[config.mk]
export PLATFORM = sky130hd
export DESIGN_NAME = integer_to_radix_text_unit
export DESIGN_NICKNAME = d
export VERILOG_FILES = /design/src/rtl/itrt_pkg.sv /design/src/rtl/integer_to_radix_text_unit.sv /design/src/rtl/itrt_divider.sv /design/src/rtl/itrt_digit_ram.sv
export SDC_FILE = /design/constraint.sdc
export NUM_CORES = 1
export LEC_CHECK = 0
export BUFFER_PORTS_ARGS = -buffer_cell sky130_fd_sc_hd__buf_2
export CAP_MARGIN = 40
export CORE_ASPECT_RATIO = 2
export CORE_MARGIN = 5
export CORE_UTILIZATION = 60
export DETAILED_ROUTE_END_ITERATION = 6
export GPL_ROUTABILITY_DRIVEN = 0
export GPL_TIMING_DRIVEN = 0
export PLACE_DENSITY = 0.78
export SYNTH_ARGS = -nofsm -noshare
export SYNTH_HDL_FRONTEND = slang
export SYNTH_SLANG_ARGS = --single-unit
[constraint.sdc]
create_clock -name clk -period 8.45 [get_ports clk]
set_input_delay 0.4225 -clock clk [delete_from_list [all_inputs] [get_ports clk]]
set_output_delay 0.4225 -clock clk [all_outputs]
set_load 0.05 [all_outputs]
[src/rtl/itrt_pkg.sv]
// itrt_pkg: shared types, constants and helpers for the integer to radix text unit
// no dependencies
`timescale 1ns / 1ps

package itrt_pkg;

  localparam int VALUE_W       = 64;
  localparam int STEP_BITS     = 4;
  localparam int DIGIT_W       = 4;
  localparam int COUNT_W       = 7;
  localparam int RADIX_W       = 5;
  localparam int FW_W          = 6;
  localparam int CHAR_W        = 8;
  localparam int CFG_IDX_W     = 2;
  localparam int CFG_DATA_W    = 8;
  localparam int MAX_DIGITS    = 64;
  localparam int MAX_TEXT_LENGTH_DEF = 64;

  localparam logic [CFG_IDX_W-1:0] REG_RADIX       = 2'd0;
  localparam logic [CFG_IDX_W-1:0] REG_FIELD_WIDTH = 2'd1;
  localparam logic [CFG_IDX_W-1:0] REG_PAD_CHAR    = 2'd2;

  localparam logic [RADIX_W-1:0] RADIX_RESET       = 5'd10;
  localparam logic [FW_W-1:0]    FIELD_WIDTH_RESET = 6'd20;
  localparam logic [CHAR_W-1:0]  PAD_CHAR_RESET    = 8'd0;
  localparam logic [RADIX_W-1:0] RADIX_MIN         = 5'd2;
  localparam logic [RADIX_W-1:0] RADIX_MAX         = 5'd16;

  localparam logic [CHAR_W-1:0] CHAR_ZERO  = 8'h30;
  localparam logic [CHAR_W-1:0] CHAR_SPACE = 8'h20;
  localparam logic [CHAR_W-1:0] CHAR_MINUS = 8'h2d;
  localparam logic [CHAR_W-1:0] CHAR_A     = 8'h61;
  localparam logic [CHAR_W-1:0] CHAR_NUL   = 8'h00;

  typedef enum logic [2:0] {
    ST_IDLE,
    ST_DIVIDE,
    ST_SETUP,
    ST_EMIT
  } state_t;

  typedef struct packed {
    logic go;
    logic load;
  } div_cmd_t;

  typedef struct packed {
    logic done;
    logic zero;
  } div_status_t;

  function automatic logic [CHAR_W-1:0] digit_ascii(input logic [DIGIT_W-1:0] d);
    logic [CHAR_W-1:0] ch;
    if (d < DIGIT_W'(10)) ch = CHAR_ZERO + CHAR_W'(d);
    else ch = CHAR_A + CHAR_W'(d) - CHAR_W'(10);
    return ch;
  endfunction

endpackage

[src/rtl/integer_to_radix_text_unit.sv]
// integer_to_radix_text_unit: top level, control sequencer and text formatting
// depends on itrt_pkg, itrt_divider, itrt_digit_ram
`timescale 1ns / 1ps

// Usage:
//   Configuration: write radix (index 0), field_width (index 1) and pad_char
//   (index 2) on cfg_valid/cfg_index/cfg_data; cfg_ready is always high.
//   Write registers only while busy is low.
//   Input: an item is taken at a clock edge with start high and busy low.
//   Output: one character per cycle on text_char with text_valid high for
//   that cycle, leftmost first, last_char on the final one. The receiver
//   cannot stall; a value with no characters gives no strobe.
//   Sequence: the serial divider produces each digit in passes of four bits
//   each over the 64-bit magnitude, then hands it off and divides again;
//   busy drops as the last character is registered. Only one item is in
//   work at a time.
//   Reset (rst, synchronous): registers return to radix 10, field width 20,
//   no padding; the sequencer goes idle with no strobe pending.

module integer_to_radix_text_unit import itrt_pkg::*; #(
  parameter int MAX_TEXT_LENGTH = MAX_TEXT_LENGTH_DEF
) (
  input  logic                  clk,
  input  logic                  rst,
  input  logic                  start,
  output logic                  busy,
  input  logic [VALUE_W-1:0]    value,
  input  logic                  is_signed,
  output logic                  text_valid,
  output logic [CHAR_W-1:0]     text_char,
  output logic                  last_char,
  input  logic                  cfg_valid,
  output logic                  cfg_ready,
  input  logic [CFG_IDX_W-1:0]  cfg_index,
  input  logic [CFG_DATA_W-1:0] cfg_data
);

  localparam int AW = $clog2(MAX_TEXT_LENGTH);

  state_t             state, state_next;
  logic [RADIX_W-1:0] radix;
  logic [FW_W-1:0]    field_width;
  logic [CHAR_W-1:0]  pad_char;

  logic               neg, neg_next;
  logic [RADIX_W-1:0] base;
  logic [CHAR_W-1:0]  pad;
  logic [COUNT_W-1:0] cap;
  logic [COUNT_W-1:0] digit_count, digit_count_next;
  logic [AW-1:0]      k, k_next;

  div_cmd_t           div_cmd;
  div_status_t        div_status;
  logic [DIGIT_W-1:0] div_digit;
  logic [VALUE_W-1:0] magnitude;
  logic               ram_we;
  logic [DIGIT_W-1:0] ram_rdata;
  logic               emit;
  logic [CHAR_W-1:0]  emit_char;

  logic [RADIX_W-1:0] base_sat;
  logic [COUNT_W-1:0] cap_calc;
  logic [COUNT_W-1:0] textlen;
  logic [COUNT_W-1:0] len;

  assign cfg_ready = 1'b1;
  assign busy      = (state != ST_IDLE);

  always_ff @(posedge clk) begin
    if (rst) begin
      radix       <= RADIX_RESET;
      field_width <= FIELD_WIDTH_RESET;
      pad_char    <= PAD_CHAR_RESET;
    end else if (cfg_valid && cfg_ready) begin
      case (cfg_index)
        REG_RADIX:       radix       <= cfg_data[RADIX_W-1:0];
        REG_FIELD_WIDTH: field_width <= cfg_data[FW_W-1:0];
        REG_PAD_CHAR:    pad_char    <= cfg_data;
        default: ;
      endcase
    end
  end

  // item setup values, taken at start
  assign neg_next  = is_signed && value[VALUE_W-1];
  assign magnitude = neg_next ? (VALUE_W'(0) - value) : value;

  always_comb begin
    logic [COUNT_W-1:0] c;
    if (radix < RADIX_MIN) base_sat = RADIX_MIN;
    else if (radix > RADIX_MAX) base_sat = RADIX_MAX;
    else base_sat = radix;
    c = COUNT_W'(field_width);
    if (c > COUNT_W'(MAX_TEXT_LENGTH - 1)) c = COUNT_W'(MAX_TEXT_LENGTH - 1);
    if (neg_next) begin
      c = c + COUNT_W'(1);
      if (c > COUNT_W'(MAX_TEXT_LENGTH - 1)) c = COUNT_W'(MAX_TEXT_LENGTH - 1);
    end
    cap_calc = c;
  end

  assign textlen = digit_count + COUNT_W'(neg);
  assign len     = ((pad != CHAR_NUL) || (textlen > cap)) ? cap : textlen;

  always_ff @(posedge clk) begin
    if (state == ST_IDLE && start) begin
      neg  <= neg_next;
      base <= base_sat;
      cap  <= cap_calc;
      pad  <= (neg_next && pad_char == CHAR_ZERO) ? CHAR_SPACE : pad_char;
    end
  end

  always_ff @(posedge clk) begin
    if (rst) begin
      state       <= ST_IDLE;
      digit_count <= '0;
    end else begin
      state       <= state_next;
      digit_count <= digit_count_next;
    end
  end

  always_ff @(posedge clk) begin
    k <= k_next;
  end

  always_comb begin
    state_next       = state;
    digit_count_next = digit_count;
    k_next           = k;
    div_cmd          = '0;
    ram_we           = 1'b0;
    emit             = 1'b0;
    case (state)
      ST_IDLE: begin
        if (start) begin
          div_cmd.go       = 1'b1;
          div_cmd.load     = 1'b1;
          digit_count_next = '0;
          state_next       = ST_DIVIDE;
        end
      end
      ST_DIVIDE: begin
        if (div_status.done) begin
          ram_we           = (digit_count < COUNT_W'(MAX_TEXT_LENGTH));
          digit_count_next = digit_count + COUNT_W'(1);
          if (div_status.zero || digit_count_next == COUNT_W'(MAX_DIGITS)) begin
            state_next = ST_SETUP;
          end else begin
            div_cmd.go = 1'b1;
          end
        end
      end
      ST_SETUP: begin
        if (len == '0) begin
          state_next = ST_IDLE;
        end else begin
          k_next     = AW'(len - COUNT_W'(1));
          state_next = ST_EMIT;
        end
      end
      ST_EMIT: begin
        emit = 1'b1;
        if (k == '0) state_next = ST_IDLE;
        else k_next = k - AW'(1);
      end
      default: state_next = ST_IDLE;
    endcase
  end

  // character at position k from the right
  always_comb begin
    if (COUNT_W'(k) < digit_count) emit_char = digit_ascii(ram_rdata);
    else if (neg && COUNT_W'(k) == digit_count) emit_char = CHAR_MINUS;
    else emit_char = pad;
  end

  always_ff @(posedge clk) begin
    if (rst) begin
      text_valid <= 1'b0;
    end else begin
      text_valid <= emit;
    end
  end

  always_ff @(posedge clk) begin
    if (emit) begin
      text_char <= emit_char;
      last_char <= (k == '0);
    end
  end

  itrt_divider u_divider (
    .clk       (clk),
    .rst       (rst),
    .cmd       (div_cmd),
    .magnitude (magnitude),
    .base      (state == ST_IDLE ? base_sat : base),
    .status    (div_status),
    .digit     (div_digit)
  );

  itrt_digit_ram #(
    .DEPTH (MAX_TEXT_LENGTH)
  ) u_digit_ram (
    .clk   (clk),
    .we    (ram_we),
    .waddr (digit_count[AW-1:0]),
    .wdata (div_digit),
    .raddr (k_next),
    .rdata (ram_rdata)
  );

`ifndef SYNTHESIS
  a_done_in_divide: assert property (@(posedge clk) disable iff (rst)
    div_status.done |-> state == ST_DIVIDE)
    else $error("divider finished outside the divide phase");

  a_last_ends_burst: assert property (@(posedge clk) disable iff (rst)
    (text_valid && last_char) |=> !text_valid)
    else $error("character strobe after last character");

  a_start_busy: assert property (@(posedge clk) disable iff (rst)
    (start && !busy) |=> busy)
    else $error("accepted item did not raise busy");

  a_count_bound: assert property (@(posedge clk) disable iff (rst)
    digit_count <= COUNT_W'(MAX_DIGITS))
    else $error("digit count out of range");

  a_emit_in_range: assert property (@(posedge clk) disable iff (rst)
    (state == ST_EMIT) |-> COUNT_W'(k) < cap)
    else $error("emit position beyond text window");
`endif

endmodule

[src/rtl/itrt_divider.sv]
// itrt_divider: serial restoring divider, four quotient bits per cycle
// depends on itrt_pkg
`timescale 1ns / 1ps

module itrt_divider import itrt_pkg::*; (
  input  logic                 clk,
  input  logic                 rst,
  input  div_cmd_t             cmd,
  input  logic [VALUE_W-1:0]   magnitude,
  input  logic [RADIX_W-1:0]   base,
  output div_status_t          status,
  output logic [DIGIT_W-1:0]   digit
);

  localparam int PASSES = VALUE_W / STEP_BITS;
  localparam int CNT_W  = $clog2(PASSES);

  logic [VALUE_W-1:0]   quot;
  logic [DIGIT_W-1:0]   rem;
  logic [CNT_W-1:0]     cnt;
  logic                 run;
  logic                 done;
  logic [DIGIT_W-1:0]   rem_next;
  logic [STEP_BITS-1:0] qbits;

  // dividend bits leave at the top, quotient bits enter at the bottom
  always_comb begin
    logic [DIGIT_W:0] t;
    rem_next = rem;
    qbits    = '0;
    for (int j = 0; j < STEP_BITS; j++) begin
      t = {rem_next, quot[VALUE_W-1-j]};
      if (t >= base) begin
        rem_next = DIGIT_W'(t - base);
        qbits[STEP_BITS-1-j] = 1'b1;
      end else begin
        rem_next = t[DIGIT_W-1:0];
      end
    end
  end

  always_ff @(posedge clk) begin
    if (rst) begin
      run  <= 1'b0;
      done <= 1'b0;
      cnt  <= '0;
    end else begin
      done <= 1'b0;
      if (cmd.go) begin
        run <= 1'b1;
        cnt <= '0;
      end else if (run) begin
        cnt <= cnt + CNT_W'(1);
        if (cnt == CNT_W'(PASSES - 1)) begin
          run  <= 1'b0;
          done <= 1'b1;
        end
      end
    end
  end

  always_ff @(posedge clk) begin
    if (cmd.go) begin
      rem <= '0;
      if (cmd.load) quot <= magnitude;
    end else if (run) begin
      rem  <= rem_next;
      quot <= {quot[VALUE_W-STEP_BITS-1:0], qbits};
    end
  end

  assign status.done = done;
  assign status.zero = (quot == '0);
  assign digit       = rem;

endmodule

[src/rtl/itrt_digit_ram.sv]
// itrt_digit_ram: digit store, one write port and one registered read port
// depends on itrt_pkg
`timescale 1ns / 1ps

module itrt_digit_ram import itrt_pkg::*; #(
  parameter int DEPTH = MAX_TEXT_LENGTH_DEF
) (
  input  logic                     clk,
  input  logic                     we,
  input  logic [$clog2(DEPTH)-1:0] waddr,
  input  logic [DIGIT_W-1:0]       wdata,
  input  logic [$clog2(DEPTH)-1:0] raddr,
  output logic [DIGIT_W-1:0]       rdata
);

  logic [DIGIT_W-1:0] mem [DEPTH];

  always_ff @(posedge clk) begin
    if (we) mem[waddr] <= wdata;
  end

  always_ff @(posedge clk) begin
    rdata <= mem[raddr];
  end

endmodule

* After elaboration in Yosys (flattened, before gate mapping)
Memories as Yosys holds them, arrays and structs flattened. A register that Yosys moved wholly into a read port is not among the register bits.
Cells that the tools add are included.
** Word-level totals
- Memory bits (writable) :: 256
- Output and inout bits :: 12
- ROM bits :: 0
- Memories :: 1
- Latch bits :: 0
- Logic and storage cells :: 132
- Register bits after elaboration :: 140
- Input bits :: 79
** Memories
- u_digit_ram.mem :: depth 64, bits a word 4, rd ports 1, clocked after memory_dff 1, wr ports 1, line itrt_digit_ram.sv:16 : logic [DIGIT_W-1:0] mem [DEPTH];
** Cells by class
- $lt $le $gt $ge :: 11
- Shifts and indexed selects :: 0
- Bitwise logic cells :: 2
- Multiplexer cells :: 47
- Equality and inequality tests :: 14
- Add/subtract/negate cells :: 14
- Reductions and logical operators :: 24
- Divide/modulo/power cells :: 0
- Multiply operators :: 0
** Operators with widths (count)
- 64-bit two-way mux :: 4
- 64-bit zero test :: 1
- 1-bit by 64-bit subtractor with 64-bit output, first input constant :: 1
- 6-bit two-way mux :: 4
- 8-bit two-way mux :: 3
- 7-bit two-way mux :: 3
- 5-bit greater-or-equal comparator :: 4
- 1-bit two-way mux :: 16
- 4-bit two-way mux :: 4
- 4-bit subtractor :: 4
- 5-bit two-way mux :: 3
- 7-bit case mux with 2 select lines :: 1
- 3-bit two-way mux :: 4
- 3-bit case mux with 4 select lines :: 1
- 6-bit case mux with 2 select lines :: 1
- 6-bit by 1-bit subtractor with 6-bit output, second input constant :: 2
- 7-bit by 4-bit adder with 8-bit output, first input constant :: 1
- 8-bit by 6-bit equality test with 1-bit output, second input constant :: 1
- 2-bit inequality test, second input constant :: 4
- 2-bit AND reduction :: 4
- 8-bit nonzero test :: 1
- 8-bit by 4-bit subtractor with 8-bit output, second input constant :: 1
- 6-bit by 1-bit adder with 7-bit output, second input constant :: 1
- 6-bit by 4-bit adder with 7-bit output, first input constant :: 1
- 33 further kinds :: 42

* Longest topological paths before layout
Gate-level depths: netlist of run 1.
- Depth in word-level cells :: 14
- Depth in mapped cells :: 40
- Gate-level depth less buffers :: 38

* Modules after synthesis
A second synthesis of run 1 with hierarchy kept.
** Second synthesis, totals
- Cell total of the unflattened synthesis :: 1453
- Area, all modules :: 19573.8 um2
** Modules (own cells, without submodules)
- itrt_digit_ram :: times used 1, cells each 521, area each 10407.5 um2, seq. area each 7767.4 um2
- integer_to_radix_text_unit :: times used 1, cells each 621, area each 5071.1 um2, seq. area each 1601.5 um2
- itrt_divider :: times used 1, cells each 311, area each 4095.2 um2, seq. area each 2122.0 um2

* Worst setup path before layout of run 1
No wires, ideal clock.
- Path type :: register to register
- From :: register state[1]
- To :: register u_divider.rem[2], in the netlist u_divider.digit[2]
- Data required time :: 8.323 ns
- Stages on the path, launching flop included :: 38
- Slack :: 0.724 ns
- Buffers on the path :: 3
- Clock period less this slack :: 7.726 ns
- Library setup time :: 0.127 ns
- Data arrival time :: 7.599 ns
- Cell sequence :: dfxtp_1 > clkbuf_1 > clkbuf_1 > nor2_1 > mux2i_1 > ha_1 > a21o_1 > a21oi_1 > a21boi_0 > o21ai_0 > nand2b_1 > clkbuf_1 > mux2i_1 > ha_1 > a21o_1 > a21o_1 > o21a_1 > o21ai_0 > [... 2 more ...] > inv_1 > ha_1 > nor2b_1 > o21ai_0 > nand2b_1 > a31o_2 > a21o_1 > a21o_1 > a21oi_1 > ha_1 > o21ai_0 > a21boi_0 > o21ai_0 > nand2b_1 > a21oi_1 > mux2_2 > mux2i_1 > nor2_1
** On the way
- Cells in the longest elaborated chain, start to end :: 10
- Elaborated cells on any way between the ends :: 16
- Classes of those cells :: add/sub: 4; order compare: 4; eq/ne: 1; mux: 6; reduce/logical: 1
** RTL lines
- start, declared :: line integer_to_radix_text_unit.sv:40 : state_t state, state_next;
- start signal, assigned :: line integer_to_radix_text_unit.sv:119 : state <= state_next;
- 3-bit zero test :: line integer_to_radix_text_unit.sv:135, integer_to_radix_text_unit.sv:199
- 5-bit two-way mux :: line integer_to_radix_text_unit.sv:199 : .base (state == ST_IDLE ? base_sat : base),
- 4-bit subtractor / 5-bit greater-or-equal comparator (equally long branches) :: line itrt_divider.sv:34, itrt_divider.sv:33
- 4-bit two-way mux :: line itrt_divider.sv:33 : if (t >= base) begin
- 5-bit greater-or-equal comparator / 4-bit subtractor (equally long branches) :: line itrt_divider.sv:33, itrt_divider.sv:34
- 4-bit two-way mux :: line itrt_divider.sv:33
- 4-bit subtractor / 5-bit greater-or-equal comparator (equally long branches) :: line itrt_divider.sv:34, itrt_divider.sv:33
- 4-bit two-way mux :: line itrt_divider.sv:33
- 4-bit subtractor / 5-bit greater-or-equal comparator (equally long branches) :: line itrt_divider.sv:34, itrt_divider.sv:33
- 4-bit two-way mux :: line itrt_divider.sv:33
- end signal, assigned :: line itrt_divider.sv:67 : rem <= rem_next;
- end, declared :: line itrt_divider.sv:19 : logic [DIGIT_W-1:0] rem;
Parallel ways exist; a longest one is shown, timed or not.
A chain may end at the register's enable or synchronous reset.

* Worst setup path in the final report of run 1
Ends and elaborated chain as after synthesis.

==> results of run 1 <==
-- worst paths after layout --
path	from	endpoint	slack, ns
worst max-delay path	state[1]	u_divider.digit[2]	0.58
worst max register to register	state[1]	u_divider.digit[2]	0.58
worst min-delay path	cfg_data[6]	pad_char[6]	0.13
worst min register to register	u_divider.cnt[3]	u_divider.done	0.47
-- cells by family after synthesis --
family          Yosys count  synth area share (%)
xor+xnor                 84                  3.73
other cells               2                0.0380
buf+inv                 132                  3.26
compound gates          279                  8.81
mux                     226                  11.6
simple gates            472                  11.1
fa+ha+maj                49                  3.26
flops                   399                  58.2
-- synth_stat cells (all sizes together) (6+ instances only) --
cell	instances	area share (%)
a211oi	18	0.68
nor3b	7	0.27
nand3	28	0.71
a221oi	8	0.35
or3	13	0.41
nand4	10	0.32
a21o	7	0.27
clkbuf	36	0.68
o31a	6	0.27
nor2b	12	0.38
mux2i	198	10
inv	52	0.99
nor2	236	4.5
buf	43	1.6
a21oi	121	3.1
dfxtp	49	5.0
o21ai	43	1.1
nor3	31	0.79
nand2b	12	0.38
o21a	14	0.53
nand2	59	1.1
and3	8	0.25
edfxtp	350	53
o31ai	13	0.52
xor2	38	1.7
nor4	30	0.95
a31oi	8	0.25
mux2	28	1.6
ha	45	2.9
xnor2	46	2.0
-- power breakdown --
part / internal, mW / switching, mW
registers: 2.43 / 0.164
clock network: 0.908 / 0.727
logic: 1.05 / 1.48
-- registers in the layout, summed over array words and instances (netlist names), 5 cells and up --
name / cells
u_digit_ram.mem: 256
u_divider.quot: 64
pad: 8
pad_char: 8
text_char: 8
cap: 7
digit_count: 7
field_width: 6
k: 6
base: 5
radix: 5
-- routing by layer --
metal | share of wire [%] | routed length [µm]
met5 | 0 | 0
met4 | 8.0 | 4030
met3 | 4.3 | 2170
met2 | 57 | 28900
met1 | 31 | 15600
-- timing repair --
item / in CTS / in global routing
gates resized for setup: 5 / 5
hold endpoints to repair: 0 / 0
endpoints found under the setup margin: 5 / 5
setup buffers: 0 / 3
pin swaps: 0 / 1
-- worst reg2reg max path, delay by kind of cell (launching register included) --
| kind | cells | cell delay, ns |
|---|---|---|
| AOI/OAI and AO/OA | 17 | 2.92 |
| adders and majority gates | 4 | 1.08 |
| buffers and inverters | 4 | 0.80 |
| DFF | 1 | 0.31 |
| muxes | 5 | 1.41 |
| and+or+nand+nor | 8 | 1.22 |
-- final cells by class --
class | count | area (µm²) | share of cell area [%]
buffer | 78 | 442 | 2.00
tap | 432 | 541 | 2.45
clock inverter | 27 | 307 | 1.39
inverter | 53 | 199 | 0.902
timing repair buffer | 98 | 576 | 2.61
sequential | 399 | 11500 | 52.1
clock buffer | 35 | 855 | 3.87
multi-input combinational | 1112 | 7650 | 34.7
==> impl_results.html, run 1 <==
<table>
<tr><th>Metric</th><th>Value</th></tr>
<tr><th colspan="2">Setup path</th></tr>
<tr><td>Path depth of the worst reg2reg path</td><td>38</td></tr>
<tr><td>Delay of the slowest critical-path stage</td><td>0.37 ns</td></tr>
<tr><td>Setup Crit Path Kind</td><td>reg -&gt; reg</td></tr>
<tr><td>Crit path DAT</td><td>8.28 ns</td></tr>
<tr><td>Kind of cell adding the most delay to the critical path</td><td>compound AO/OA/AOI/OAI gates</td></tr>
<tr><td>Highest fanout seen on the critical path</td><td>19</td></tr>
<tr><td>Element type at the critical path end</td><td>register</td></tr>
<tr><td>Worst Path Buf+Inv</td><td>4</td></tr>
<tr><td>Required arrival time at the worst endpoint</td><td>8.85 ns</td></tr>
<tr><td>CP Launch Type</td><td>register</td></tr>
<tr><td>Path length in cells of the critical path</td><td>38</td></tr>
<tr><td>Worst-path cell with the longest stage delay</td><td>sky130_fd_sc_hd__mux2_2</td></tr>
<tr><th colspan="2">STA</th></tr>
<tr><td>Max-slew headroom at the worst pin</td><td>42.7%</td></tr>
<tr><td>Peak Freq</td><td>127 MHz</td></tr>
<tr><td>Least setup slack across all paths after layout</td><td>0.576 ns</td></tr>
<tr><td>Slew at the pin with the worst max-slew slack</td><td>0.851 ns</td></tr>
<tr><td>Number of failing hold endpoints at the final stage</td><td>0</td></tr>
<tr><td>Count of endpoints failing setup in the final report</td><td>0</td></tr>
<tr><td>Minimum period implied by the final worst setup slack</td><td>7.87 ns</td></tr>
<tr><td>Final worst path period share</td><td>93.2%</td></tr>
<tr><td>Worst-case hold slack</td><td>0.128 ns</td></tr>
<tr><td>RSZ-0062 raised after global routing</td><td>false</td></tr>
<tr><td>Total Neg Setup Slack</td><td>0 ns</td></tr>
<tr><td>Number of pins exceeding their max-slew limit in the final report</td><td>0</td></tr>
<tr><td>Final setup skew</td><td>0.0223 ns</td></tr>
<tr><th colspan="2">Yosys</th></tr>
<tr><td>Proportion of synthesized chip area in sequential cells</td><td>58.2%</td></tr>
<tr><td>Async set-or-reset flop fraction in the synthesized netlist</td><td>0%</td></tr>
<tr><td>Yosys Warn Count</td><td>0</td></tr>
<tr><td>Average size of a mapped cell</td><td>12.0 µm²</td></tr>
<tr><td>Synthesized net count</td><td>1771</td></tr>
<tr><td>Most used DFF post-synth</td><td>sky130_fd_sc_hd__edfxtp_1</td></tr>
<tr><td>Summed instance area of the synthesized netlist</td><td>0.0197 mm²</td></tr>
<tr><td>Gate count after technology mapping</td><td>1643</td></tr>
<tr><td>Cell variety after synth</td><td>73</td></tr>
<tr><td>Number of register bits inferred by synthesis</td><td>399</td></tr>
<tr><td>Number of enable-type register cells in the synthesized netlist</td><td>350</td></tr>
<tr><th colspan="2">Outcome</th></tr>
<tr><td>Result of the run</td><td>completed</td></tr>
<tr><th colspan="2">Cells and area</th></tr>
<tr><td>Layout cell share with drive strength beyond 1</td><td>13.0%</td></tr>
<tr><td>Total of fill cells in the finished design</td><td>2457</td></tr>
<tr><td>Final std cells w/o fill</td><td>2234</td></tr>
<tr><td>Commonest cells after routing, fill and taps aside</td><td>sky130_fd_sc_hd__edfxtp_1, sky130_fd_sc_hd__nor2_1, sky130_fd_sc_hd__mux2i_1</td></tr>
<tr><td>Layout Utilization</td><td>67.5%</td></tr>
<tr><td>Most common cell after layout, fill and taps aside</td><td>sky130_fd_sc_hd__edfxtp_1</td></tr>
<tr><td>Number of nets in the finished design</td><td>1904</td></tr>
<tr><td>Final standard cell area without fillers</td><td>0.0221 mm²</td></tr>
<tr><td>Area added between synthesis and finish</td><td>11.7%</td></tr>
<tr><td>Antenna diode count</td><td>0</td></tr>
<tr><th colspan="2">Detailed routing</th></tr>
<tr><td>Detail-routed net length per standard cell</td><td>22.7 µm</td></tr>
<tr><td>Detailed-route via count</td><td>13700</td></tr>
<tr><td>Total detailed-routing wirelength</td><td>50600 µm</td></tr>
<tr><td>Initial DRC Count</td><td>832</td></tr>
<tr><td>DRC violation count after routing</td><td>0</td></tr>
<tr><td>Drt first pass iters</td><td>7</td></tr>
<tr><td>DR vias/cell</td><td>6.14</td></tr>
<tr><td>Antenna Nets Post-Route</td><td>0</td></tr>
<tr><th colspan="2">Global route</th></tr>
<tr><td>Met1 Use GR</td><td>24.1%</td></tr>
<tr><td>Tot GR Track Use</td><td>26.8%</td></tr>
<tr><td>Number of antenna violations at the first check in global routing</td><td>0</td></tr>
<tr><td>First-pass GRT wire length</td><td>76600 µm</td></tr>
<tr><td>Met3 track utilization from global routing</td><td>2.42%</td></tr>
<tr><td>Maximum number of pins on one net before global-route repair</td><td>40</td></tr>
<tr><td>Number of global-route vias before repair</td><td>14500</td></tr>
<tr><td>Most crowded layer after global routing</td><td>met2</td></tr>
<tr><td>Grt ovf</td><td>0</td></tr>
<tr><td>Global-route track usage on met2</td><td>54.3%</td></tr>
<tr><th colspan="2">Die</th></tr>
<tr><td>Effective utilization at floorplan</td><td>60.4%</td></tr>
<tr><td>Top Ports</td><td>91</td></tr>
<tr><td>X dimension of the die</td><td>138 µm</td></tr>
<tr><td>DIE HEIGHT</td><td>267 µm</td></tr>
<tr><td>Rows</td><td>94</td></tr>
<tr><td>Area of the placeable core</td><td>0.0327 mm²</td></tr>
<tr><td>Die area</td><td>0.0369 mm²</td></tr>
<tr><th colspan="2">Place</th></tr>
<tr><td>Area post-placement</td><td>0.0208 mm²</td></tr>
<tr><td>HPWL after detailed placement</td><td>37900 µm</td></tr>
<tr><td>Worst slack after detailed placement</td><td>-0.497 ns</td></tr>
<tr><td>Number of instances in the placed design</td><td>2170</td></tr>
<tr><td>Port bufs</td><td>88</td></tr>
<tr><th colspan="2">CTS</th></tr>
<tr><td>Clock Pin Slew Worst Setup and Hold Paths</td><td>0.07 ns</td></tr>
<tr><td>Clock Sinks</td><td>399</td></tr>
<tr><td>Later-pin clock latency in the skew report</td><td>0.54 ns</td></tr>
<tr><td>Htree depth</td><td>2</td></tr>
<tr><td>Root buf cell</td><td>sky130_fd_sc_hd__clkbuf_16</td></tr>
<tr><td>Maximum clock insertion buffer count</td><td>3</td></tr>
<tr><td>TritonCTS Buffers</td><td>34</td></tr>
<tr><td>Count of hold-fix buffers inserted at cts</td><td>0</td></tr>
<tr><td>TritonCTS clock tree</td><td>done</td></tr>
<tr><th colspan="2">Power and ir drop</th></tr>
<tr><td>Pwr dens</td><td>306 mW/mm²</td></tr>
<tr><td>Worst IR Drop VDD</td><td>0.196 mV</td></tr>
<tr><td>Post-route total power</td><td>6.75 mW</td></tr>
<tr><td>Leak</td><td>8.28 nW</td></tr>
<tr><th colspan="2">Run</th></tr>
<tr><td>Maximum Capacitance Violations</td><td>0</td></tr>
<tr><th colspan="2">Min path</th></tr>
<tr><td>Hold crit path type</td><td>in -&gt; reg</td></tr>
<tr><td>Worst hold path stage count</td><td>3</td></tr>
</table>
Power figures use the tool's default switching activity.
==> inputs of run 2 (changes only) <==
Settings changed: SYNTH_HIERARCHICAL set to 1.
==> run 2 against run 1 <==
Effect of this change:
- setup slack better by 0.16 ns
- core utilization up 0.53 points
- clock-buffer cell count is 9 higher
- die area shrank 0.83%
- worst hold slack got worse by 0.032 ns
- power shrank 15%
- area after synthesis is 0.88% lower
- critical path depth down 15
- non-clock buffer count down 15
- synthesized cell count down 12%
- largest cell class unchanged
==> impl_results.html, run 2 <==
<table>
<tr><th>Metric</th><th>Value</th></tr>
<tr><th colspan="2">Outcome</th></tr>
<tr><td>Result of the run</td><td>completed (unchanged)</td></tr>
<tr><th colspan="2">Die</th></tr>
<tr><td>Die area</td><td>0.0366 mm² (was 0.0369 mm²)</td></tr>
<tr><td>Top Ports</td><td>91 (unchanged)</td></tr>
<tr><td>Rows</td><td>93 (was 94)</td></tr>
<tr><td>X dimension of the die</td><td>138 µm (about the same)</td></tr>
<tr><td>Area of the placeable core</td><td>0.0322 mm² (was 0.0327 mm²)</td></tr>
<tr><td>Effective utilization at floorplan</td><td>60.7% (was 60.4%)</td></tr>
<tr><td>DIE HEIGHT</td><td>265 µm (was 267 µm)</td></tr>
<tr><th colspan="2">Setup path</th></tr>
<tr><td>Worst-path cell with the longest stage delay</td><td>sky130_fd_sc_hd__dfxtp_1 (was sky130_fd_sc_hd__mux2_2)</td></tr>
<tr><td>CP Launch Type</td><td>register (unchanged)</td></tr>
<tr><td>R2R Path Start</td><td>digit_count[0] (was state[1])</td></tr>
<tr><td>Setup crit start</td><td>digit_count[0] (was state[1])</td></tr>
<tr><td>Delay of the slowest critical-path stage</td><td>0.77 ns (was 0.37 ns)</td></tr>
<tr><td>Setup Crit Path Kind</td><td>reg -&gt; reg (unchanged)</td></tr>
<tr><td>Element type at the critical path end</td><td>register (unchanged)</td></tr>
<tr><td>Path depth of the worst reg2reg path</td><td>23 (was 38)</td></tr>
<tr><td>Crit path cell chain</td><td>ha_1, ha_1, nand3_1, nor2_1, xor2_1, ha_1, nand4_1, a21oi_1, a2111oi_0, o211ai_1, clkbuf_1, mux2i_1, ha_1, nand3_1, nor4_1, mux2i_1, a31oi_1, a221o_1, buf_1, mux4_2, a22o_1, o21ai_0, o211ai_1</td></tr>
<tr><td>Highest fanout seen on the critical path</td><td>14 (was 19)</td></tr>
<tr><td>Worst Path Buf+Inv</td><td>2 (was 4)</td></tr>
<tr><td>Crit path DAT</td><td>8.06 ns (was 8.28 ns)</td></tr>
<tr><td>Most common cell type on the critical path</td><td>sky130_fd_sc_hd__ha_1</td></tr>
<tr><td>Required arrival time at the worst endpoint</td><td>8.80 ns (was 8.85 ns)</td></tr>
<tr><td>Path length in cells of the critical path</td><td>23 (was 38)</td></tr>
<tr><td>Kind of cell adding the most delay to the critical path</td><td>compound AO/OA/AOI/OAI gates (unchanged)</td></tr>
<tr><th colspan="2">Global route</th></tr>
<tr><td>Number of global-route vias before repair</td><td>13300 (was 14500)</td></tr>
<tr><td>Tot GR Track Use</td><td>27.6% (was 26.8%)</td></tr>
<tr><td>First-pass GRT wire length</td><td>75200 µm (was 76600 µm)</td></tr>
<tr><td>Maximum number of pins on one net before global-route repair</td><td>49 (was 40)</td></tr>
<tr><td>Grt ovf</td><td>0 (unchanged)</td></tr>
<tr><td>Number of antenna violations at the first check in global routing</td><td>1 (was 0)</td></tr>
<tr><th colspan="2">STA</th></tr>
<tr><td>Final setup skew</td><td>0.0158 ns (was 0.0223 ns)</td></tr>
<tr><td>Final worst path period share</td><td>91.3% (was 93.2%)</td></tr>
<tr><td>Count of endpoints failing setup in the final report</td><td>0 (unchanged)</td></tr>
<tr><td>RSZ-0062 raised after global routing</td><td>false (unchanged)</td></tr>
<tr><td>Total Neg Setup Slack</td><td>0 ns (unchanged)</td></tr>
<tr><td>Number of failing hold endpoints at the final stage</td><td>0 (unchanged)</td></tr>
<tr><td>Number of pins exceeding their max-slew limit in the final report</td><td>0 (unchanged)</td></tr>
<tr><td>Max-slew headroom at the worst pin</td><td>41.7% (was 42.7%)</td></tr>
<tr><td>Peak Freq</td><td>130 MHz (was 127 MHz)</td></tr>
<tr><td>Slew at the pin with the worst max-slew slack</td><td>0.869 ns (was 0.851 ns)</td></tr>
<tr><td>Minimum period implied by the final worst setup slack</td><td>7.71 ns (was 7.87 ns)</td></tr>
<tr><th colspan="2">Yosys</th></tr>
<tr><td>Cell with the most instances after synthesis</td><td>sky130_fd_sc_hd__edfxtp_1 (unchanged)</td></tr>
<tr><td>Number of register bits inferred by synthesis</td><td>399 (unchanged)</td></tr>
<tr><td>Synthesized net count</td><td>1581 (was 1771)</td></tr>
<tr><td>Biggest area contributors in the synthesized netlist</td><td>sky130_fd_sc_hd__edfxtp_1, sky130_fd_sc_hd__mux4_2, sky130_fd_sc_hd__dfxtp_1 (was sky130_fd_sc_hd__edfxtp_1, sky130_fd_sc_hd__mux2i_1, sky130_fd_sc_hd__dfxtp_1)</td></tr>
<tr><td>Proportion of synthesized chip area in sequential cells</td><td>58.7% (was 58.2%)</td></tr>
<tr><td>Commonest cells post-synth</td><td>sky130_fd_sc_hd__edfxtp_1, sky130_fd_sc_hd__nor2_1, sky130_fd_sc_hd__mux2_2 (was sky130_fd_sc_hd__edfxtp_1, sky130_fd_sc_hd__nor2_1, sky130_fd_sc_hd__mux2i_1)</td></tr>
<tr><td>Yosys top cell by area</td><td>sky130_fd_sc_hd__edfxtp_1 (unchanged)</td></tr>
<tr><td>Yosys Warn Count</td><td>6 (was 0)</td></tr>
<tr><td>Gate count after technology mapping</td><td>1453 (was 1643)</td></tr>
<tr><td>Most used DFF post-synth</td><td>sky130_fd_sc_hd__edfxtp_1 (unchanged)</td></tr>
<tr><td>Cell variety after synth</td><td>87 (was 73)</td></tr>
<tr><td>Summed instance area of the synthesized netlist</td><td>0.0196 mm² (was 0.0197 mm²)</td></tr>
<tr><td>Number of enable-type register cells in the synthesized netlist</td><td>350 (unchanged)</td></tr>
<tr><td>Average size of a mapped cell</td><td>13.5 µm² (was 12.0 µm²)</td></tr>
<tr><td>Area share of the leading cell type in the synthesized netlist</td><td>53.7% (was 53.2%)</td></tr>
<tr><td>Async set-or-reset flop fraction in the synthesized netlist</td><td>0% (unchanged)</td></tr>
<tr><th colspan="2">Detailed routing</th></tr>
<tr><td>DR vias/cell</td><td>6.34 (was 6.14)</td></tr>
<tr><td>DRC violation count after routing</td><td>0 (unchanged)</td></tr>
<tr><td>Drt first pass iters</td><td>6 (was 7)</td></tr>
<tr><td>Detailed-route via count</td><td>12900 (was 13700)</td></tr>
<tr><td>Antenna Nets Post-Route</td><td>0 (unchanged)</td></tr>
<tr><td>Total detailed-routing wirelength</td><td>49600 µm (was 50600 µm)</td></tr>
<tr><td>Initial DRC Count</td><td>1020 (was 832)</td></tr>
<tr><td>Detail-routed net length per standard cell</td><td>24.3 µm (was 22.7 µm)</td></tr>
<tr><th colspan="2">Cells and area</th></tr>
<tr><td>Commonest cells after routing, fill and taps aside</td><td>sky130_fd_sc_hd__edfxtp_1, sky130_fd_sc_hd__nor2_1, sky130_fd_sc_hd__buf_2 (was sky130_fd_sc_hd__edfxtp_1, sky130_fd_sc_hd__nor2_1, sky130_fd_sc_hd__mux2i_1)</td></tr>
<tr><td>Final std cells w/o fill</td><td>2042 (was 2234)</td></tr>
<tr><td>Layout cell share with drive strength beyond 1</td><td>19.8% (was 13.0%)</td></tr>
<tr><td>Largest registers ranked by flip-flop count</td><td>u_digit_ram/mem x256, u_divider/quot x64 (was u_digit_ram.mem x256, u_divider.quot x64)</td></tr>
<tr><td>Flip-flop count of the largest register after layout</td><td>256 (unchanged)</td></tr>
<tr><td>Most common cell after layout, fill and taps aside</td><td>sky130_fd_sc_hd__edfxtp_1 (unchanged)</td></tr>
<tr><td>Antenna diode count</td><td>0 (unchanged)</td></tr>
<tr><td>Register with the most flip-flops</td><td>u_digit_ram/mem (was u_digit_ram.mem)</td></tr>
<tr><td>Area added between synthesis and finish</td><td>12.0% (was 11.7%)</td></tr>
<tr><td>Total of fill cells in the finished design</td><td>2249 (was 2457)</td></tr>
<tr><td>Number of nets in the finished design</td><td>1716 (was 1904)</td></tr>
<tr><th colspan="2">CTS</th></tr>
<tr><td>TritonCTS clock tree</td><td>done (unchanged)</td></tr>
<tr><td>Clock Pin Slew Worst Setup and Hold Paths</td><td>0.07 ns (about the same)</td></tr>
<tr><td>Cells resized by post-CTS repair</td><td>0 (was 5)</td></tr>
<tr><td>Htree depth</td><td>2 (unchanged)</td></tr>
<tr><td>Root buf cell</td><td>sky130_fd_sc_hd__clkbuf_16 (unchanged)</td></tr>
<tr><td>Later-pin clock latency in the skew report</td><td>0.55 ns (was 0.54 ns)</td></tr>
<tr><td>TritonCTS Buffers</td><td>35 (was 34)</td></tr>
<tr><td>Postcts setup bufs</td><td>0 (unchanged)</td></tr>
<tr><td>Count of hold-fix buffers inserted at cts</td><td>0 (unchanged)</td></tr>
<tr><td>Maximum clock insertion buffer count</td><td>3 (unchanged)</td></tr>
<tr><td>Clock Sinks</td><td>399 (unchanged)</td></tr>
<tr><th colspan="2">Place</th></tr>
<tr><td>Port bufs</td><td>89 (was 88)</td></tr>
<tr><td>HPWL after detailed placement</td><td>36900 µm (was 37900 µm)</td></tr>
<tr><td>Number of instances in the placed design</td><td>1978 (was 2170)</td></tr>
<tr><th colspan="2">Run</th></tr>
<tr><td>Maximum Capacitance Violations</td><td>0 (unchanged)</td></tr>
<tr><th colspan="2">Power and ir drop</th></tr>
<tr><td>Pwr dens</td><td>261 mW/mm² (was 306 mW/mm²)</td></tr>
<tr><td>Post-route total power</td><td>5.72 mW (was 6.75 mW)</td></tr>
<tr><td>Leak</td><td>7.83 nW (was 8.28 nW)</td></tr>
<tr><td>Worst IR Drop VDD</td><td>0.191 mV (was 0.196 mV)</td></tr>
<tr><th colspan="2">Min path</th></tr>
<tr><td>Worst hold path stage count</td><td>2 (was 3)</td></tr>
<tr><td>Startpoint of the most critical hold path</td><td>rst (was cfg_data[6])</td></tr>
<tr><td>Hold crit path type</td><td>in -&gt; reg (unchanged)</td></tr>
</table>
run 2: changes by cell type in the layout (fill, tap and decap cells not counted), sizes merged, moves of 10 or more:
| cell | previous run | this run |
|---|---|---|
| nor2 | 236 | 162 |
| clkbuf | 70 | 85 |
| a31oi | 8 | 18 |
| mux2i | 198 | 31 |
| inv | 56 | 68 |
| mux4 | 0 | 65 |
| mux2 | 28 | 74 |
| buf | 141 | 119 |
| o21a | 14 | 4 |
| a211oi | 18 | 4 |
| a21oi | 121 | 68 |
run 2: power by group:
group / switching, mW / internal, mW / leakage, nW
Clock: 0.739 / 0.940 / 0.587
Sequential: 0.113 / 2.36 / 3.61
Combinational: 0.884 / 0.687 / 3.63
run 2: path summary, 6_finish.rpt:
path                                              to  slack [ns]
worst max-delay path            u_digit_ram/rdata[3]        0.74
worst max register to register  u_digit_ram/rdata[3]        0.74
worst min register to register        u_divider/done        0.48
worst min-delay path                   u_divider/run         0.1
run 2: worst register-to-register path, stage by stage, from the launching register on:
cell and delay [ns]:
sky130_fd_sc_hd__dfxtp_1 0.77, sky130_fd_sc_hd__ha_1 0.34, sky130_fd_sc_hd__ha_1 0.25, sky130_fd_sc_hd__nand3_1 0.13
sky130_fd_sc_hd__nor2_1 0.17, sky130_fd_sc_hd__xor2_1 0.28, sky130_fd_sc_hd__ha_1 0.32, sky130_fd_sc_hd__nand4_1 0.11
sky130_fd_sc_hd__a21oi_1 0.05, sky130_fd_sc_hd__a2111oi_0 0.53, sky130_fd_sc_hd__o211ai_1 0.23, sky130_fd_sc_hd__clkbuf_1 0.31
sky130_fd_sc_hd__mux2i_1 0.36, sky130_fd_sc_hd__ha_1 0.24, sky130_fd_sc_hd__nand3_1 0.10, sky130_fd_sc_hd__nor4_1 0.29
sky130_fd_sc_hd__mux2i_1 0.27, sky130_fd_sc_hd__a31oi_1 0.37, sky130_fd_sc_hd__a221o_1 0.38, sky130_fd_sc_hd__buf_1 0.69
sky130_fd_sc_hd__mux4_2 0.47, sky130_fd_sc_hd__a22o_1 0.25, sky130_fd_sc_hd__o21ai_0 0.32, sky130_fd_sc_hd__o211ai_1 0.29
run 2: cell families (layout without fill, tap and decap cells):
logic type / count (synthesis) / after routing / share of synthesized area, %
buf+inv: 129 / 291 / 3.06
simple gates: 405 / 405 / 10.1
mux: 170 / 170 / 13.8
compound gates: 212 / 212 / 7.13
flops: 399 / 399 / 58.7
other cells: 2 / 2 / 0.0384
xor+xnor: 87 / 87 / 3.89
fa+ha+maj: 49 / 49 / 3.29
run 2: per-stage QoR:
step                      util [%]  setup WS (ns)  area, µm²  hold WS [ns]
after floorplan                  -           2.50      19600         0.439
after global placement        63.8          0.917      20600         0.469
after detailed placement      64.3          0.877      20700         0.467
after CTS                     68.0          0.824      21900        0.0698
after global routing          68.0          0.376      21900        0.0888
final                         68.0          0.737      21900        0.0959
run 2: metal layers:
| metal | global-route usage (%) | wire length [µm] | vias up |
|---|---|---|---|
| met2 | 51.9 | 27500 | 577 |
| met4 | 19.8 | 4540 | 2 |
| met5 | 0 | 7 | - |
| met1 | 26.3 | 15200 | 6311 |
| met3 | 3.90 | 2420 | 235 |
| li1 | - | - | 5817 |
run 2: final cells by class:
| cell class | count | area (µm²) | area share, % |
|---|---|---|---|
| Sequential cell | 399 | 11500 | 52.5 |
| Clock inverter | 20 | 206 | 0.942 |
| Timing Repair Buffer | 98 | 602 | 2.75 |
| Inverter | 66 | 248 | 1.13 |
| Buffer | 63 | 352 | 1.60 |
| Clock buffer | 44 | 993 | 4.53 |
| Tap cell | 427 | 534 | 2.44 |
| Multi-Input combinational cell | 925 | 7490 | 34.2 |
==> inputs of run 3 (changes only) <==
Settings changed: REMOVE_ABC_BUFFERS set to 1.
==> run 3 against run 2 <==
Effect of this change:
- via count decreased by 4.5%
- clock skew is 0.0062 ns higher
- setup slack better by 0.021 ns
- clock-buffer cell count unchanged
- cell area down 0.70%
- largest cell class unchanged
- sequential cell count unchanged
- combinational power is 3% lower
- cell count shrank 2.5%
- global-route usage is 3.2 points lower
- sequential power is essentially flat
- critical path type unchanged
==> impl_results.html, run 3 (synthesis results as in run 2) <==
<table>
<tr><th>Metric</th><th>Value</th></tr>
<tr><th colspan="2">Outcome</th></tr>
<tr><td>Result of the run</td><td>completed (unchanged)</td></tr>
<tr><th colspan="2">Die</th></tr>
<tr><td>DIE HEIGHT</td><td>265 µm (unchanged)</td></tr>
<tr><td>Die area</td><td>0.0366 mm² (unchanged)</td></tr>
<tr><td>X dimension of the die</td><td>138 µm (unchanged)</td></tr>
<tr><td>Top Ports</td><td>91 (unchanged)</td></tr>
<tr><td>Area of the placeable core</td><td>0.0322 mm² (unchanged)</td></tr>
<tr><td>Rows</td><td>93 (unchanged)</td></tr>
<tr><td>Effective utilization at floorplan</td><td>60.7% (unchanged)</td></tr>
<tr><th colspan="2">STA</th></tr>
<tr><td>Minimum period implied by the final worst setup slack</td><td>7.69 ns (was 7.71 ns)</td></tr>
<tr><td>Number of pins exceeding their max-slew limit in the final report</td><td>0 (unchanged)</td></tr>
<tr><td>Max-slew headroom at the worst pin</td><td>41.8% (was 41.7%)</td></tr>
<tr><td>Count of endpoints failing setup in the final report</td><td>0 (unchanged)</td></tr>
<tr><td>Total Neg Setup Slack</td><td>0 ns (unchanged)</td></tr>
<tr><td>Number of failing hold endpoints at the final stage</td><td>0 (unchanged)</td></tr>
<tr><td>RSZ-0062 raised after global routing</td><td>false (unchanged)</td></tr>
<tr><td>Slew at the pin with the worst max-slew slack</td><td>0.872 ns (was 0.869 ns)</td></tr>
<tr><td>Final worst path period share</td><td>91.0% (was 91.3%)</td></tr>
<tr><td>Final setup skew</td><td>0.0220 ns (was 0.0158 ns)</td></tr>
<tr><td>Peak Freq</td><td>130 MHz (about the same)</td></tr>
<tr><td>Worst-case hold slack</td><td>0.156 ns (was 0.0959 ns)</td></tr>
<tr><th colspan="2">Detailed routing</th></tr>
<tr><td>Detailed-route via count</td><td>12400 (was 12900)</td></tr>
<tr><td>Drt first pass iters</td><td>5 (was 6)</td></tr>
<tr><td>DRC violation count after routing</td><td>0 (unchanged)</td></tr>
<tr><td>Antenna Nets Post-Route</td><td>0 (unchanged)</td></tr>
<tr><td>Initial DRC Count</td><td>738 (was 1020)</td></tr>
<tr><td>DR vias/cell</td><td>6.21 (was 6.34)</td></tr>
<tr><td>Detail-routed net length per standard cell</td><td>22.3 µm (was 24.3 µm)</td></tr>
<tr><td>Total detailed-routing wirelength</td><td>44300 µm (was 49600 µm)</td></tr>
<tr><th colspan="2">CTS</th></tr>
<tr><td>Postcts setup bufs</td><td>0 (unchanged)</td></tr>
<tr><td>Clock Pin Slew Worst Setup and Hold Paths</td><td>0.07 ns (about the same)</td></tr>
<tr><td>TritonCTS clock tree</td><td>done (unchanged)</td></tr>
<tr><td>Cells resized by post-CTS repair</td><td>0 (unchanged)</td></tr>
<tr><td>Maximum clock insertion buffer count</td><td>3 (unchanged)</td></tr>
<tr><td>Later-pin clock latency in the skew report</td><td>0.53 ns (was 0.55 ns)</td></tr>
<tr><td>TritonCTS Buffers</td><td>34 (was 35)</td></tr>
<tr><td>Htree depth</td><td>2 (unchanged)</td></tr>
<tr><td>Clock Sinks</td><td>399 (unchanged)</td></tr>
<tr><td>Root buf cell</td><td>sky130_fd_sc_hd__clkbuf_16 (unchanged)</td></tr>
<tr><td>Count of hold-fix buffers inserted at cts</td><td>0 (unchanged)</td></tr>
<tr><th colspan="2">Power and ir drop</th></tr>
<tr><td>Power share of the sequential group</td><td>44.2% (was 43.2%)</td></tr>
<tr><td>Pwr dens</td><td>257 mW/mm² (was 261 mW/mm²)</td></tr>
<tr><td>Leak</td><td>7.75 nW (was 7.83 nW)</td></tr>
<tr><td>Switching power as a share of total power</td><td>29.5% (was 30.3%)</td></tr>
<tr><td>Share of power burned in combinational logic</td><td>27.2% (was 27.4%)</td></tr>
<tr><td>Sw power</td><td>1.65 mW (was 1.73 mW)</td></tr>
<tr><td>Internal power component</td><td>3.95 mW (was 3.99 mW)</td></tr>
<tr><td>Share of power burned in the clock network</td><td>28.6% (was 29.3%)</td></tr>
<tr><td>Worst IR Drop VDD</td><td>0.247 mV (was 0.191 mV)</td></tr>
<tr><th colspan="2">Global route</th></tr>
<tr><td>Tot GR Track Use</td><td>24.4% (was 27.6%)</td></tr>
<tr><td>First-pass GRT wire length</td><td>68100 µm (was 75200 µm)</td></tr>
<tr><td>Maximum number of pins on one net before global-route repair</td><td>49 (unchanged)</td></tr>
<tr><td>Number of global-route vias before repair</td><td>12900 (was 13300)</td></tr>
<tr><td>Most crowded layer after global routing</td><td>met2 (unchanged)</td></tr>
<tr><td>Grt ovf</td><td>0 (unchanged)</td></tr>
<tr><td>Met3 track utilization from global routing</td><td>3.27% (was 3.90%)</td></tr>
<tr><td>Met1 Use GR</td><td>24.4% (was 26.3%)</td></tr>
<tr><td>Number of antenna violations at the first check in global routing</td><td>1 (unchanged)</td></tr>
<tr><td>Global-route track usage on met2</td><td>46.6% (was 51.9%)</td></tr>
<tr><th colspan="2">Cells and area</th></tr>
<tr><td>Largest registers ranked by flip-flop count</td><td>u_digit_ram/mem x256, u_divider/quot x64 (unchanged)</td></tr>
<tr><td>Final std cells w/o fill</td><td>1991 (was 2042)</td></tr>
<tr><td>Layout cell share with drive strength beyond 1</td><td>20.0% (was 19.8%)</td></tr>
<tr><td>Most common cell after layout, fill and taps aside</td><td>sky130_fd_sc_hd__edfxtp_1 (unchanged)</td></tr>
<tr><td>Number of nets in the finished design</td><td>1666 (was 1716)</td></tr>
<tr><td>Final standard cell area without fillers</td><td>0.0218 mm² (was 0.0219 mm²)</td></tr>
<tr><td>Area added between synthesis and finish</td><td>11.2% (was 12.0%)</td></tr>
<tr><td>Commonest cells after routing, fill and taps aside</td><td>sky130_fd_sc_hd__edfxtp_1, sky130_fd_sc_hd__nor2_1, sky130_fd_sc_hd__buf_2 (unchanged)</td></tr>
<tr><td>Flip-flop count of the largest register after layout</td><td>256 (unchanged)</td></tr>
<tr><td>Register with the most flip-flops</td><td>u_digit_ram/mem (unchanged)</td></tr>
<tr><th colspan="2">Setup path</th></tr>
<tr><td>Element type at the critical path end</td><td>register (unchanged)</td></tr>
<tr><td>Setup crit start</td><td>digit_count[0] (unchanged)</td></tr>
<tr><td>Required arrival time at the worst endpoint</td><td>8.77 ns (was 8.80 ns)</td></tr>
<tr><td>Setup Crit Path Kind</td><td>reg -&gt; reg (unchanged)</td></tr>
<tr><td>Delay of the slowest critical-path stage</td><td>0.69 ns (was 0.77 ns)</td></tr>
<tr><td>CP Launch Type</td><td>register (unchanged)</td></tr>
<tr><td>Kind of cell adding the most delay to the critical path</td><td>compound AO/OA/AOI/OAI gates (unchanged)</td></tr>
<tr><td>Critical path destination</td><td>u_digit_ram/rdata[3] (unchanged)</td></tr>
<tr><td>Destination of the worst register-to-register timing path</td><td>u_digit_ram/rdata[3] (unchanged)</td></tr>
<tr><td>Path depth of the worst reg2reg path</td><td>26 (was 23)</td></tr>
<tr><td>Most common cell type on the critical path</td><td>sky130_fd_sc_hd__ha_1 (unchanged)</td></tr>
<tr><td>Crit path DAT</td><td>8.02 ns (was 8.06 ns)</td></tr>
<tr><td>R2R Path Start</td><td>digit_count[0] (unchanged)</td></tr>
<tr><td>Path length in cells of the critical path</td><td>26 (was 23)</td></tr>
<tr><td>Worst Path Buf+Inv</td><td>5 (was 2)</td></tr>
<tr><td>Highest fanout seen on the critical path</td><td>14 (unchanged)</td></tr>
<tr><td>Register-to-register setup slack</td><td>0.76 ns (was 0.74 ns)</td></tr>
<tr><td>Worst-path cell with the longest stage delay</td><td>sky130_fd_sc_hd__a2111oi_0 (was sky130_fd_sc_hd__dfxtp_1)</td></tr>
<tr><th colspan="2">Place</th></tr>
<tr><td>HPWL after detailed placement</td><td>32800 µm (was 36900 µm)</td></tr>
<tr><td>Number of instances in the placed design</td><td>1928 (was 1978)</td></tr>
<tr><td>Area post-placement</td><td>0.0206 mm² (was 0.0207 mm²)</td></tr>
<tr><td>Port bufs</td><td>89 (unchanged)</td></tr>
<tr><th colspan="2">Min path</th></tr>
<tr><td>Hold crit path type</td><td>in -&gt; reg (unchanged)</td></tr>
<tr><th colspan="2">Run</th></tr>
<tr><td>Maximum Capacitance Violations</td><td>0 (unchanged)</td></tr>
</table>
[run 3: cell types whose count changed in the layout (fill, tap and decap cells not counted), moves of 2 or more]
cell	previous run	this run
sky130_fd_sc_hd__buf_16	2	5
sky130_fd_sc_hd__buf_8	0	5
sky130_fd_sc_hd__clkbuf_16	38	36
sky130_fd_sc_hd__buf_6	6	1
sky130_fd_sc_hd__buf_4	5	1
sky130_fd_sc_hd__clkbuf_1	43	6
sky130_fd_sc_hd__clkinv_2	6	4
sky130_fd_sc_hd__buf_1	5	0
sky130_fd_sc_hd__buf_2	95	93
[run 3: final cells by class]
| type | instances | area [µm²] |
|---|---|---|
| flip-flops and latches | 399 | 11500 |
| fillers | 2242 | 10500 |
| multi-input cells | 925 | 7510 |
| clock buffers | 44 | 951 |
| repair buffers | 112 | 837 |
| well taps | 427 | 534 |
| inverters | 66 | 248 |
| clock inverters | 17 | 184 |
| diodes | 1 | 2.50 |
[run 3: layer usage]
layer	part of all wire (%)	vias to the layer above	wire length, µm
met3	4.6	155	2030
met5	0	-	0
met4	6.7	0	2970
li1	-	5699	-
met1	33	6056	14500
met2	56	448	24900
[run 3: per-stage QoR]
step | setup slack [ns] | power, mW | util, %
3_3_place_gp | -10.06 | 3.96 | 62.7
4_1_cts | 0.815 | 5.63 | 67.5
3_5_place_dp | 0.868 | 4.03 | 64.0
6_report | 0.758 | 5.59 | 67.5
2_1_floorplan | -4.90 | 3.60 | -
5_1_grt | 0.303 | 5.84 | 67.5
[run 3: worst min-delay path by stage]
stage | start | endpoint | cells after the start
6_report | cfg_data[5] | pad_char[5] | 3
5_1_grt | cfg_data[6] | pad_char[6] | 3
4_1_cts | cfg_data[5] | pad_char[5] | 3
3_5_place_dp | pad_char[1] | pad[1] | 0
3_3_place_gp | pad_char[6] | pad[6] | 0
2_1_floorplan | pad_char[5] | pad[5] | 0
[run 3: worst reg2reg max path, delay by kind of cell, from the launching register on]
family,cells,cell delay (ns)
AO/OA/AOI/OAI,6,2.01
AND/OR/NAND/NOR,7,1.23
multiplexers,3,1.18
adder cells (fa/ha/maj),4,1.09
buffers and inverters,5,1.05
flip-flops,1,0.62
XOR/XNOR,1,0.32
[run 3: power groups by stage]
stage | combinational, mW | sequential [mW] | clock, mW
after floorplan | 1.09 | 2.51 | 0
after global placement | 1.36 | 2.59 | 0
after detailed placement | 1.51 | 2.52 | 0
after CTS | 1.52 | 2.47 | 1.63
after global routing | 1.66 | 2.48 | 1.70
final | 1.52 | 2.47 | 1.60
